File: src/hw/rtl/lcd_mode_line_timing_top_assert.svh
// ----------------------------------------------------------------------------
// LCD mode/line timing assertion macros
// Concurrent assertion wrappers; define ASSERT_OFF to compile them out.
// ----------------------------------------------------------------------------
`ifndef LCD_MODE_LINE_TIMING_TOP_ASSERT_SVH
`define LCD_MODE_LINE_TIMING_TOP_ASSERT_SVH

`ifndef ASSERT_OFF

// Same-cycle implication, checked outside reset.
`define LCDT_ASSERT_IMP(lbl, clk, rst_n, ante, cons) \
  lbl: assert property (@(posedge clk) disable iff (!rst_n) (ante) |-> (cons)) \
    else $error("lcd timing assertion failed");

// Next-cycle implication, checked outside reset.
`define LCDT_ASSERT_NXT(lbl, clk, rst_n, ante, cons) \
  lbl: assert property (@(posedge clk) disable iff (!rst_n) (ante) |=> (cons)) \
    else $error("lcd timing assertion failed");

`else

`define LCDT_ASSERT_IMP(lbl, clk, rst_n, ante, cons)
`define LCDT_ASSERT_NXT(lbl, clk, rst_n, ante, cons)

`endif

`endif

File: src/hw/rtl/lcdt_pkg.sv
// ----------------------------------------------------------------------------
// LCD mode/line timing package
// Mode codes, timing constants, register map and field widths.
// ----------------------------------------------------------------------------
`timescale 1ns / 1ps

package lcdt_pkg;

  localparam int unsigned DotsW  = 6;
  localparam int unsigned CntW   = 10;
  localparam int unsigned LineW  = 8;
  localparam int unsigned ModeW  = 2;
  localparam int unsigned AddrW  = 5;
  localparam int unsigned DataW  = 32;

  localparam logic [CntW-1:0]  DotsOam    = CntW'(80);
  localparam logic [CntW-1:0]  DotsXfer   = CntW'(172);
  localparam logic [CntW-1:0]  DotsHblank = CntW'(204);
  localparam logic [CntW-1:0]  DotsLine   = CntW'(456);
  localparam logic [CntW-1:0]  CntMax     = '1;
  localparam logic [LineW-1:0] LineVblank = LineW'(144);
  localparam logic [LineW-1:0] LineLast   = LineW'(153);

  typedef enum logic [ModeW-1:0] {
    MODE_HBLANK = 2'd0,
    MODE_VBLANK = 2'd1,
    MODE_OAM    = 2'd2,
    MODE_XFER   = 2'd3
  } mode_t;

  // Register index, taken from paddr[4:2]
  typedef enum logic [2:0] {
    REG_DISPLAY_ON  = 3'd0,
    REG_OAM_IRQ_EN  = 3'd1,
    REG_HBL_IRQ_EN  = 3'd2,
    REG_VBL_IRQ_EN  = 3'd3,
    REG_COIN_IRQ_EN = 3'd4,
    REG_LINE_CMP    = 3'd5
  } reg_idx_t;

endpackage

File: src/hw/rtl/lcdt_if.sv
// ----------------------------------------------------------------------------
// LCD mode/line timing channels
// Valid/ready channels for dot-count items and timing result items.
// ----------------------------------------------------------------------------
`timescale 1ns / 1ps

interface lcdt_in_if;
  logic                         valid;
  logic                         ready;
  logic [lcdt_pkg::DotsW-1:0]   dots;

  modport source (output valid, output dots, input ready);
  modport sink   (input valid, input dots, output ready);
endinterface

interface lcdt_out_if;
  logic                         valid;
  logic                         ready;
  logic [lcdt_pkg::ModeW-1:0]   mode;
  logic [lcdt_pkg::LineW-1:0]   line;
  logic                         status_irq;
  logic                         vblank_irq;
  logic                         render_line;
  logic                         coincidence;

  modport source (output valid, output mode, output line, output status_irq,
                  output vblank_irq, output render_line, output coincidence,
                  input ready);
  modport sink   (input valid, input mode, input line, input status_irq,
                  input vblank_irq, input render_line, input coincidence,
                  output ready);
endinterface

File: src/hw/rtl/lcd_mode_line_timing_top.sv
// ----------------------------------------------------------------------------
// LCD mode and line timing generator
// Dot counter, mode sequencer (OAM, transfer, hblank, vblank) and line counter
// with status/vblank interrupt requests and compare against line_compare.
// ----------------------------------------------------------------------------
//
//   channel   | direction | handshake           | payload
//   ----------+-----------+---------------------+------------------------------
//   in_ch     | sink      | valid/ready         | dots[5:0]
//   out_ch    | source    | valid/ready         | mode, line, irqs, render, coin
//   APB       | slave     | psel/penable/pready | paddr[4:0], pwdata/prdata[31:0]
//
// One item per cycle sustained while results are taken; each item passes an
// input register and then the result register.
// The dot counter, mode and line update once per item, in the result stage,
// with one add, one compare-and-subtract and one line increment.
// Reset (rst_n low, synchronous) clears config registers, timing state and both valids.
// A stalled result holds both stages; in_ch.ready drops only when both are full
// and the result is not taken. Register writes complete in the APB access cycle.
// ----------------------------------------------------------------------------
`timescale 1ns / 1ps
`include "lcd_mode_line_timing_top_assert.svh"

module lcd_mode_line_timing_top (
  input  logic                         clk,
  input  logic                         rst_n,
  lcdt_in_if.sink                      in_ch,
  lcdt_out_if.source                   out_ch,
  input  logic                         psel,
  input  logic                         penable,
  input  logic                         pwrite,
  input  logic [lcdt_pkg::AddrW-1:0]   paddr,
  input  logic [lcdt_pkg::DataW-1:0]   pwdata,
  output logic [lcdt_pkg::DataW-1:0]   prdata,
  output logic                         pready
);

  // Configuration registers
  logic                         display_on_r;
  logic                         oam_irq_en_r;
  logic                         hbl_irq_en_r;
  logic                         vbl_irq_en_r;
  logic                         coin_irq_en_r;
  logic [lcdt_pkg::LineW-1:0]   line_cmp_r;

  // Input stage
  logic                         s1_valid_r;
  logic [lcdt_pkg::DotsW-1:0]   s1_dots_r;

  // Timing state
  logic [lcdt_pkg::CntW-1:0]    cnt_r,  cnt_nxt;
  lcdt_pkg::mode_t              mode_r, mode_nxt;
  logic [lcdt_pkg::LineW-1:0]   line_r, line_nxt;

  // Result stage
  logic                         out_valid_r;
  logic                         stat_irq_r, stat_nxt;
  logic                         vbl_irq_r,  vbl_nxt;
  logic                         render_r,   render_nxt;
  logic                         coin_r;

  logic                         cfg_wr;
  lcdt_pkg::reg_idx_t           cfg_idx;
  logic                         adv;
  logic [lcdt_pkg::CntW:0]      sum;
  logic [lcdt_pkg::CntW-1:0]    cnt_sat;
  logic [lcdt_pkg::LineW-1:0]   line_inc;

  // --------------------------------------------------------------------------
  // APB register file
  // --------------------------------------------------------------------------
  assign pready  = 1'b1;
  assign cfg_wr  = psel && penable && pwrite;
  assign cfg_idx = lcdt_pkg::reg_idx_t'(paddr[4:2]);

  always_ff @(posedge clk) begin
    if (!rst_n) begin
      display_on_r  <= 1'b0;
      oam_irq_en_r  <= 1'b0;
      hbl_irq_en_r  <= 1'b0;
      vbl_irq_en_r  <= 1'b0;
      coin_irq_en_r <= 1'b0;
      line_cmp_r    <= '0;
    end else if (cfg_wr) begin
      unique case (cfg_idx)
        lcdt_pkg::REG_DISPLAY_ON:  display_on_r  <= pwdata[0];
        lcdt_pkg::REG_OAM_IRQ_EN:  oam_irq_en_r  <= pwdata[0];
        lcdt_pkg::REG_HBL_IRQ_EN:  hbl_irq_en_r  <= pwdata[0];
        lcdt_pkg::REG_VBL_IRQ_EN:  vbl_irq_en_r  <= pwdata[0];
        lcdt_pkg::REG_COIN_IRQ_EN: coin_irq_en_r <= pwdata[0];
        lcdt_pkg::REG_LINE_CMP:    line_cmp_r    <= pwdata[lcdt_pkg::LineW-1:0];
        default: ;  // unmapped addresses drop the write
      endcase
    end
  end

  always_comb begin
    prdata = '0;
    unique case (cfg_idx)
      lcdt_pkg::REG_DISPLAY_ON:  prdata[0] = display_on_r;
      lcdt_pkg::REG_OAM_IRQ_EN:  prdata[0] = oam_irq_en_r;
      lcdt_pkg::REG_HBL_IRQ_EN:  prdata[0] = hbl_irq_en_r;
      lcdt_pkg::REG_VBL_IRQ_EN:  prdata[0] = vbl_irq_en_r;
      lcdt_pkg::REG_COIN_IRQ_EN: prdata[0] = coin_irq_en_r;
      lcdt_pkg::REG_LINE_CMP:    prdata[lcdt_pkg::LineW-1:0] = line_cmp_r;
      default:                   prdata = '0;
    endcase
  end

  // --------------------------------------------------------------------------
  // Pipeline flow: advance stage 1 into the result register whenever the
  // result register is empty or being taken this cycle.
  // --------------------------------------------------------------------------
  assign adv         = s1_valid_r && (!out_valid_r || out_ch.ready);
  assign in_ch.ready = !s1_valid_r || adv;

  always_ff @(posedge clk) begin
    if (!rst_n) begin
      s1_valid_r <= 1'b0;
    end else if (in_ch.ready) begin
      s1_valid_r <= in_ch.valid;
    end
  end

  always_ff @(posedge clk) begin
    if (in_ch.ready && in_ch.valid) begin
      s1_dots_r <= in_ch.dots;
    end
  end

  // --------------------------------------------------------------------------
  // Mode step: add the elapsed dots (saturating), then at most one transition
  // --------------------------------------------------------------------------
  assign sum      = {1'b0, cnt_r} + {{(lcdt_pkg::CntW + 1 - lcdt_pkg::DotsW){1'b0}}, s1_dots_r};
  assign cnt_sat  = sum[lcdt_pkg::CntW] ? lcdt_pkg::CntMax : sum[lcdt_pkg::CntW-1:0];
  assign line_inc = line_r + 8'd1;

  always_comb begin
    cnt_nxt    = cnt_sat;
    mode_nxt   = mode_r;
    line_nxt   = line_r;
    stat_nxt   = 1'b0;
    vbl_nxt    = 1'b0;
    render_nxt = 1'b0;
    if (!display_on_r) begin
      // Display off: hold everything at zero, no requests
      cnt_nxt  = '0;
      mode_nxt = lcdt_pkg::MODE_HBLANK;
      line_nxt = '0;
    end else begin
      unique case (mode_r)
        lcdt_pkg::MODE_OAM: begin
          if (cnt_sat >= lcdt_pkg::DotsOam) begin
            cnt_nxt  = cnt_sat - lcdt_pkg::DotsOam;
            mode_nxt = lcdt_pkg::MODE_XFER;
            stat_nxt = oam_irq_en_r;
          end
        end
        lcdt_pkg::MODE_XFER: begin
          if (cnt_sat >= lcdt_pkg::DotsXfer) begin
            cnt_nxt    = cnt_sat - lcdt_pkg::DotsXfer;
            mode_nxt   = lcdt_pkg::MODE_HBLANK;
            render_nxt = 1'b1;
          end
        end
        lcdt_pkg::MODE_HBLANK: begin
          if (cnt_sat >= lcdt_pkg::DotsHblank) begin
            cnt_nxt  = cnt_sat - lcdt_pkg::DotsHblank;
            line_nxt = line_inc;
            stat_nxt = hbl_irq_en_r || (coin_irq_en_r && line_inc == line_cmp_r);
            if (line_inc == lcdt_pkg::LineVblank) begin
              vbl_nxt  = 1'b1;
              mode_nxt = lcdt_pkg::MODE_VBLANK;
            end else begin
              mode_nxt = lcdt_pkg::MODE_OAM;
            end
          end
        end
        lcdt_pkg::MODE_VBLANK: begin
          if (cnt_sat >= lcdt_pkg::DotsLine) begin
            cnt_nxt  = cnt_sat - lcdt_pkg::DotsLine;
            line_nxt = line_inc;
            stat_nxt = vbl_irq_en_r || (coin_irq_en_r && line_inc == line_cmp_r);
            if (line_inc > lcdt_pkg::LineLast) begin
              // Frame wrap: the line write to zero is compared as well
              mode_nxt = lcdt_pkg::MODE_OAM;
              line_nxt = '0;
              if (coin_irq_en_r && line_cmp_r == '0) begin
                stat_nxt = 1'b1;
              end
            end
          end
        end
        default: ;
      endcase
    end
  end

  // --------------------------------------------------------------------------
  // State and result registers, updated once per item
  // --------------------------------------------------------------------------
  always_ff @(posedge clk) begin
    if (!rst_n) begin
      cnt_r       <= '0;
      mode_r      <= lcdt_pkg::MODE_HBLANK;
      line_r      <= '0;
      out_valid_r <= 1'b0;
    end else begin
      if (adv) begin
        cnt_r  <= cnt_nxt;
        mode_r <= mode_nxt;
        line_r <= line_nxt;
      end
      if (adv) begin
        out_valid_r <= 1'b1;
      end else if (out_ch.ready) begin
        out_valid_r <= 1'b0;
      end
    end
  end

  always_ff @(posedge clk) begin
    if (adv) begin
      stat_irq_r <= stat_nxt;
      vbl_irq_r  <= vbl_nxt;
      render_r   <= render_nxt;
      coin_r     <= (line_nxt == line_cmp_r);
    end
  end

  assign out_ch.valid       = out_valid_r;
  assign out_ch.mode        = mode_r;
  assign out_ch.line        = line_r;
  assign out_ch.status_irq  = stat_irq_r;
  assign out_ch.vblank_irq  = vbl_irq_r;
  assign out_ch.render_line = render_r;
  assign out_ch.coincidence = coin_r;

  // --------------------------------------------------------------------------
  // Assertions
  // --------------------------------------------------------------------------
  `LCDT_ASSERT_IMP(a_line_range, clk, rst_n, 1'b1, line_r <= lcdt_pkg::LineLast)
  `LCDT_ASSERT_IMP(a_render_hblank, clk, rst_n, out_valid_r && render_r,
                   mode_r == lcdt_pkg::MODE_HBLANK)
  `LCDT_ASSERT_IMP(a_vbl_entry, clk, rst_n, out_valid_r && vbl_irq_r,
                   mode_r == lcdt_pkg::MODE_VBLANK && line_r == lcdt_pkg::LineVblank)
  `LCDT_ASSERT_NXT(a_display_off_clear, clk, rst_n, adv && !display_on_r,
                   cnt_r == '0 && line_r == '0 && mode_r == lcdt_pkg::MODE_HBLANK)

endmodule

File: src/flat_wrapper.sv
// flat-port wrapper written by rule: the top's interface ports become plain ports
module lcd_mode_line_timing_top_flat 
  (clk, rst_n, psel, penable, pwrite, paddr, pwdata, prdata, pready, in_ch_valid, in_ch_dots, in_ch_ready, out_ch_valid, out_ch_mode, out_ch_line, out_ch_status_irq, out_ch_vblank_irq, out_ch_render_line, out_ch_coincidence, out_ch_ready);
  lcdt_in_if in_ch_i ();
  lcdt_out_if out_ch_i ();
  input  logic clk;
  input  logic rst_n;
  input  logic psel;
  input  logic penable;
  input  logic pwrite;
  input  logic [lcdt_pkg::AddrW-1:0] paddr;
  input  logic [lcdt_pkg::DataW-1:0] pwdata;
  output logic [lcdt_pkg::DataW-1:0] prdata;
  output logic pready;
  input wire logic [$bits(in_ch_i.valid)-1:0] in_ch_valid;
  input wire logic [$bits(in_ch_i.dots)-1:0] in_ch_dots;
  output wire logic [$bits(in_ch_i.ready)-1:0] in_ch_ready;
  output wire logic [$bits(out_ch_i.valid)-1:0] out_ch_valid;
  output wire logic [$bits(out_ch_i.mode)-1:0] out_ch_mode;
  output wire logic [$bits(out_ch_i.line)-1:0] out_ch_line;
  output wire logic [$bits(out_ch_i.status_irq)-1:0] out_ch_status_irq;
  output wire logic [$bits(out_ch_i.vblank_irq)-1:0] out_ch_vblank_irq;
  output wire logic [$bits(out_ch_i.render_line)-1:0] out_ch_render_line;
  output wire logic [$bits(out_ch_i.coincidence)-1:0] out_ch_coincidence;
  input wire logic [$bits(out_ch_i.ready)-1:0] out_ch_ready;
  assign in_ch_i.valid = in_ch_valid;
  assign in_ch_i.dots = in_ch_dots;
  assign in_ch_ready = in_ch_i.ready;
  assign out_ch_valid = out_ch_i.valid;
  assign out_ch_mode = out_ch_i.mode;
  assign out_ch_line = out_ch_i.line;
  assign out_ch_status_irq = out_ch_i.status_irq;
  assign out_ch_vblank_irq = out_ch_i.vblank_irq;
  assign out_ch_render_line = out_ch_i.render_line;
  assign out_ch_coincidence = out_ch_i.coincidence;
  assign out_ch_i.ready = out_ch_ready;
  lcd_mode_line_timing_top u_core (.clk(clk), .rst_n(rst_n), .in_ch(in_ch_i), .out_ch(out_ch_i), .psel(psel), .penable(penable), .pwrite(pwrite), .paddr(paddr), .pwdata(pwdata), .prdata(prdata), .pready(pready));
endmodule
File: config.mk
export PLATFORM = sky130hd
export DESIGN_NAME = lcd_mode_line_timing_top_flat
export DESIGN_NICKNAME = d
export VERILOG_FILES = /design/src/hw/rtl/lcdt_pkg.sv /design/src/hw/rtl/lcdt_if.sv /design/src/hw/rtl/lcd_mode_line_timing_top.sv /design/src/flat_wrapper.sv
export VERILOG_INCLUDE_DIRS = /design/src /design/src/hw/rtl
export SDC_FILE = /design/constraint.sdc
export NUM_CORES = 1
export LEC_CHECK = 0
export ABC_CLOCK_PERIOD_IN_PS = 7300
export BUFFER_PORTS_ARGS = -buffer_cell sky130_fd_sc_hd__buf_2
export CAP_MARGIN = 20
export CORE_MARGIN = 1
export CORE_UTILIZATION = 61
export DETAILED_ROUTE_END_ITERATION = 12
export HOLD_SLACK_MARGIN = 0.03
export PLACE_DENSITY = 0.86
export SLEW_MARGIN = 15
export SYNTH_ARGS = -nofsm -noshare
export SYNTH_HDL_FRONTEND = slang
export SYNTH_SLANG_ARGS = --single-unit
export TNS_END_PERCENT = 100
File: constraint.sdc
create_clock -name clk -period 7.3 [get_ports clk]
set_input_delay 0.73 -clock clk [delete_from_list [all_inputs] [get_ports clk]]
set_output_delay 0.73 -clock clk [all_outputs]
set_load 0.1 [all_outputs]
==> metrics <==
xor and xnor area share after synthesis=5.38%; total die area=8060 sq um; DR vias=5,191; critical path's slowest cell=a311oi_1; vias per std cell=6.97; fillers=678; DRT Pass-1 Iters=6; later-pin clock latency in the skew report=0.32 ns; vias in the first global route=4,833; Period minus WS final=5.09 ns; final setup violating endpoints=0; Power, Total=639 uW; share of cells above drive strength 1=11.9%; GP Congestion=1.01; final hold slack=0.490 ns; initial core utilization=63.8%; VDD IR-drop max=0.138 mV; nets=706; relative max-transition margin=39.6%; Worst Path Arrival=5.23 ns; clock transition at the registers of the reported paths=0.12 ns; 1st-iter DRT viols=602; Synth Area in Compound Gates=29.1%; port buffer count=47; Final Hold Fails=0; drt total wl=15,300 um; P_int=394 uW; max-slew violations=0; first-pass GRT wire length=24,600 um; die width=89.8 um; top_reg_cell synth=dfxtp_1; Simple-Gate Fraction of Synth Area=25.5%; worst path required time=7.44 ns; pin count of the biggest net entering global routing=37; mux cell area share after synthesis=5.19%; Area Overhead vs Synth=4.15%; total track usage=37.7%; RSZ-0062 raised after global routing=no; Yosys warnings=0; Async S/R FF share, synth=0%; Inserted Clock Buffers=5; gr ovfl total=0; Tcrit/Tclk final=69.7%; Worst path max stage delay=0.51 ns; delay-heaviest family, CP=compound AO/OA/AOI/OAI gates; Gate Count Post-Synth=640; end-of-flow core utilization=66.4%; CTS Root Cell=clkbuf_8; clock buffer depth=2; Clk network pwr share=34.1%; worst path cell trace=ha_1 > inv_1 > fa_1 > nand2b_1 > a21o_1 > a21boi_1 > nor2_1 > inv_1 > ha_1 > inv_1 > o211a_1 > nand3_1 > a21o_1 > a211oi_1 > a311oi_1 > o221ai_1 > a2111o_1 > nor4_2; Synth Cell Area=4700 sq um; Ports=99; sequential power share=42.2%; Leak=1.87 nW; critical path fanouts, max=8; Most Frequent Cell on Critical Path=inv_1; worst min-delay path category=flip-flop to flip-flop; Rows=31; Adder-Cell Fraction of Synth Area=3.09%; Max-Cap Viols=0; CP Capture Type=flip-flop; library cells used by synthesis=81; FF+latch count, synth=45; CTS tree=yes; core box area=7370 sq um; HPWL Detailed=10,900 um; mean post-synth cell area=7.34 sq um; critical path class=flip-flop to flip-flop; clock skew=0.0151 ns; Non-Filler Instances=745; Die Y=89.8 um; Critical Path Start Type=flip-flop; Sw Ratio=38.3%; setup bufs post-CTS=0; Avg WL per Cell=20.6 um; fmax=197 MHz; Slew @ Worst Pin=0.902 ns; status=complete, no violations; placed cell count=737; CTS H-Tree Depth=2; main combinational cell family by area after synthesis=compound AO/OA/AOI/OAI gates; initial antenna violation count=0; combinational share of power=23.8%; Worst Path Buf+Inv=3; Total Neg Setup Slack=0 ns; DRC=0; CTS Sinks=45; post_cts resized=0; antenna cells=0; antenna-violating nets left=0; sequential cell area fraction in the yosys report=21.3%; Pwr Density=131 nW/um^2; # hold bufs at CTS=0; Post-synth EDFFs=10; NetSw=245 uW
-- stage by stage --
step	setup slack [ns]	instance area, sq um
after detailed placement	2.41	4780
after global routing	2.01	4900
final	2.21	4900
after floorplan	3.21	4790
after global placement	2.52	4780
after CTS	2.36	4900
-- final timing paths --
kind | startpoint | depth (start not counted) | to | slack (ns)
max reg2reg | u_core.cnt_r[0] | 18 | u_core.out_ch.coincidence | 2.21
min reg2reg | u_core.cnt_r[5] | 2 | u_core.cnt_r[5] | 0.49
max | u_core.cnt_r[0] | 18 | u_core.out_ch.coincidence | 2.21
min | u_core.cnt_r[5] | 2 | u_core.cnt_r[5] | 0.49
-- cells in the mapped netlist (all sizes together), types with 3 or more instances --
| library cell | instances | area, sq um |
|---|---|---|
| nand2 | 50 | 188 |
| nor2 | 50 | 188 |
| o21ai | 44 | 228 |
| buf | 42 | 269 |
| a21oi | 41 | 205 |
| dfxtp | 35 | 701 |
| nand3 | 35 | 180 |
| clkbuf | 34 | 128 |
| inv | 22 | 82.6 |
| mux2i | 21 | 210 |
| xnor2 | 19 | 166 |
| nor3 | 18 | 95.1 |
| nor2b | 16 | 100 |
| a211oi | 11 | 87.6 |
| and2 | 11 | 68.8 |
| and3 | 11 | 68.8 |
| edfxtp | 10 | 300 |
| ha | 10 | 125 |
| a31oi | 9 | 56.3 |
| o211ai | 9 | 77.6 |
| xor2 | 9 | 86.3 |
| nor4 | 8 | 62.6 |
| a21boi | 7 | 52.6 |
| nand4 | 7 | 43.8 |
| o211a | 7 | 70.1 |
| o22ai | 7 | 43.8 |
| o31ai | 7 | 52.6 |
| a21o | 6 | 45.0 |
| nand2b | 6 | 37.5 |
| or4 | 6 | 45.0 |
| a2111oi | 5 | 45.0 |
| a221oi | 5 | 50.0 |
| o32ai | 5 | 43.8 |
| or3 | 5 | 31.3 |
| a311oi | 4 | 35.0 |
| o21a | 4 | 30.0 |
| a211o | 3 | 26.3 |
| nor3b | 3 | 22.5 |
| o2bb2ai | 3 | 26.3 |
-- flip-flops by register name, indices dropped and copies added (netlist names), 2 cells and up --
signal	flops
u_core.line_cmp_r	8
u_core.cnt_r	10
u_core.s1_dots_r	6
u_core.out_ch.line	8
u_core.out_ch.mode	2
-- worst min-delay path, stage by stage, from the launching register on --
cell and delay, ns:
dfxtp_1 0.33, nand3_1 0.06, o31ai_1 0.06
-- routing by layer --
| layer | vias up | GRT usage [%] | share of wire [%] |
|---|---|---|---|
| met3 | 53 | 6.77 | 12 |
| met4 | 0 | 14.2 | 3.0 |
| met2 | 386 | 57.6 | 43 |
| li1 | 2320 | - | - |
| met1 | 2432 | 52.7 | 42 |
| met5 | - | 0 | 0 |
-- cells by family after synthesis --
logic type,after synthesis
AND/OR/NAND/NOR,234
XOR/XNOR,28
multiplexers,23
adder cells (fa/ha/maj),11
AO/OA/AOI/OAI,198
flip-flops,45
other,2
buffers and inverters,99
-- cells in the final DEF, fill, tap and decap left out, types with 5 or more instances in the layout --
cell / n
o211a_1: 7
nand2b_1: 6
a31oi_1: 9
nor2_1: 50
o32ai_1: 5
nand4_1: 7
or4_1: 6
nand2_1: 50
edfxtp_1: 10
a21oi_1: 41
and2_1: 10
dfxtp_1: 35
nor3_1: 17
a211oi_1: 10
nand3_1: 34
conb_1: 25
ha_1: 10
or3_1: 5
xnor2_1: 19
o211ai_1: 7
a21boi_0: 6
o22ai_1: 7
nor4_1: 6
o21ai_0: 39
clkbuf_8: 5
buf_2: 47
o31ai_1: 7
a21o_1: 6
and3_1: 11
nor2b_1: 16
xor2_1: 8
inv_1: 22
mux2i_1: 21
-- power by group through the flow --
stage	clock network [mW]	registers [mW]	logic, mW
after floorplan	0	0.291	0.119
after global placement	0	0.274	0.147
after detailed placement	0	0.275	0.149
after CTS	0.214	0.269	0.149
after global routing	0.224	0.271	0.158
final	0.218	0.270	0.152
-- area by class of cell --
cell class                      count  area [sq um]  share of cell area [%]
Inverter                           23          86.3                    1.76
Sequential cell                    45          1000                    20.4
Multi-Input combinational cell    519          3300                    67.5
Clock inverter                      3          47.5                   0.971
Clock buffer                        5          68.8                    1.41
Timing Repair Buffer               51           265                    5.42
Tap cell                           99           124                    2.53
(Power assumes the default switching activity.)
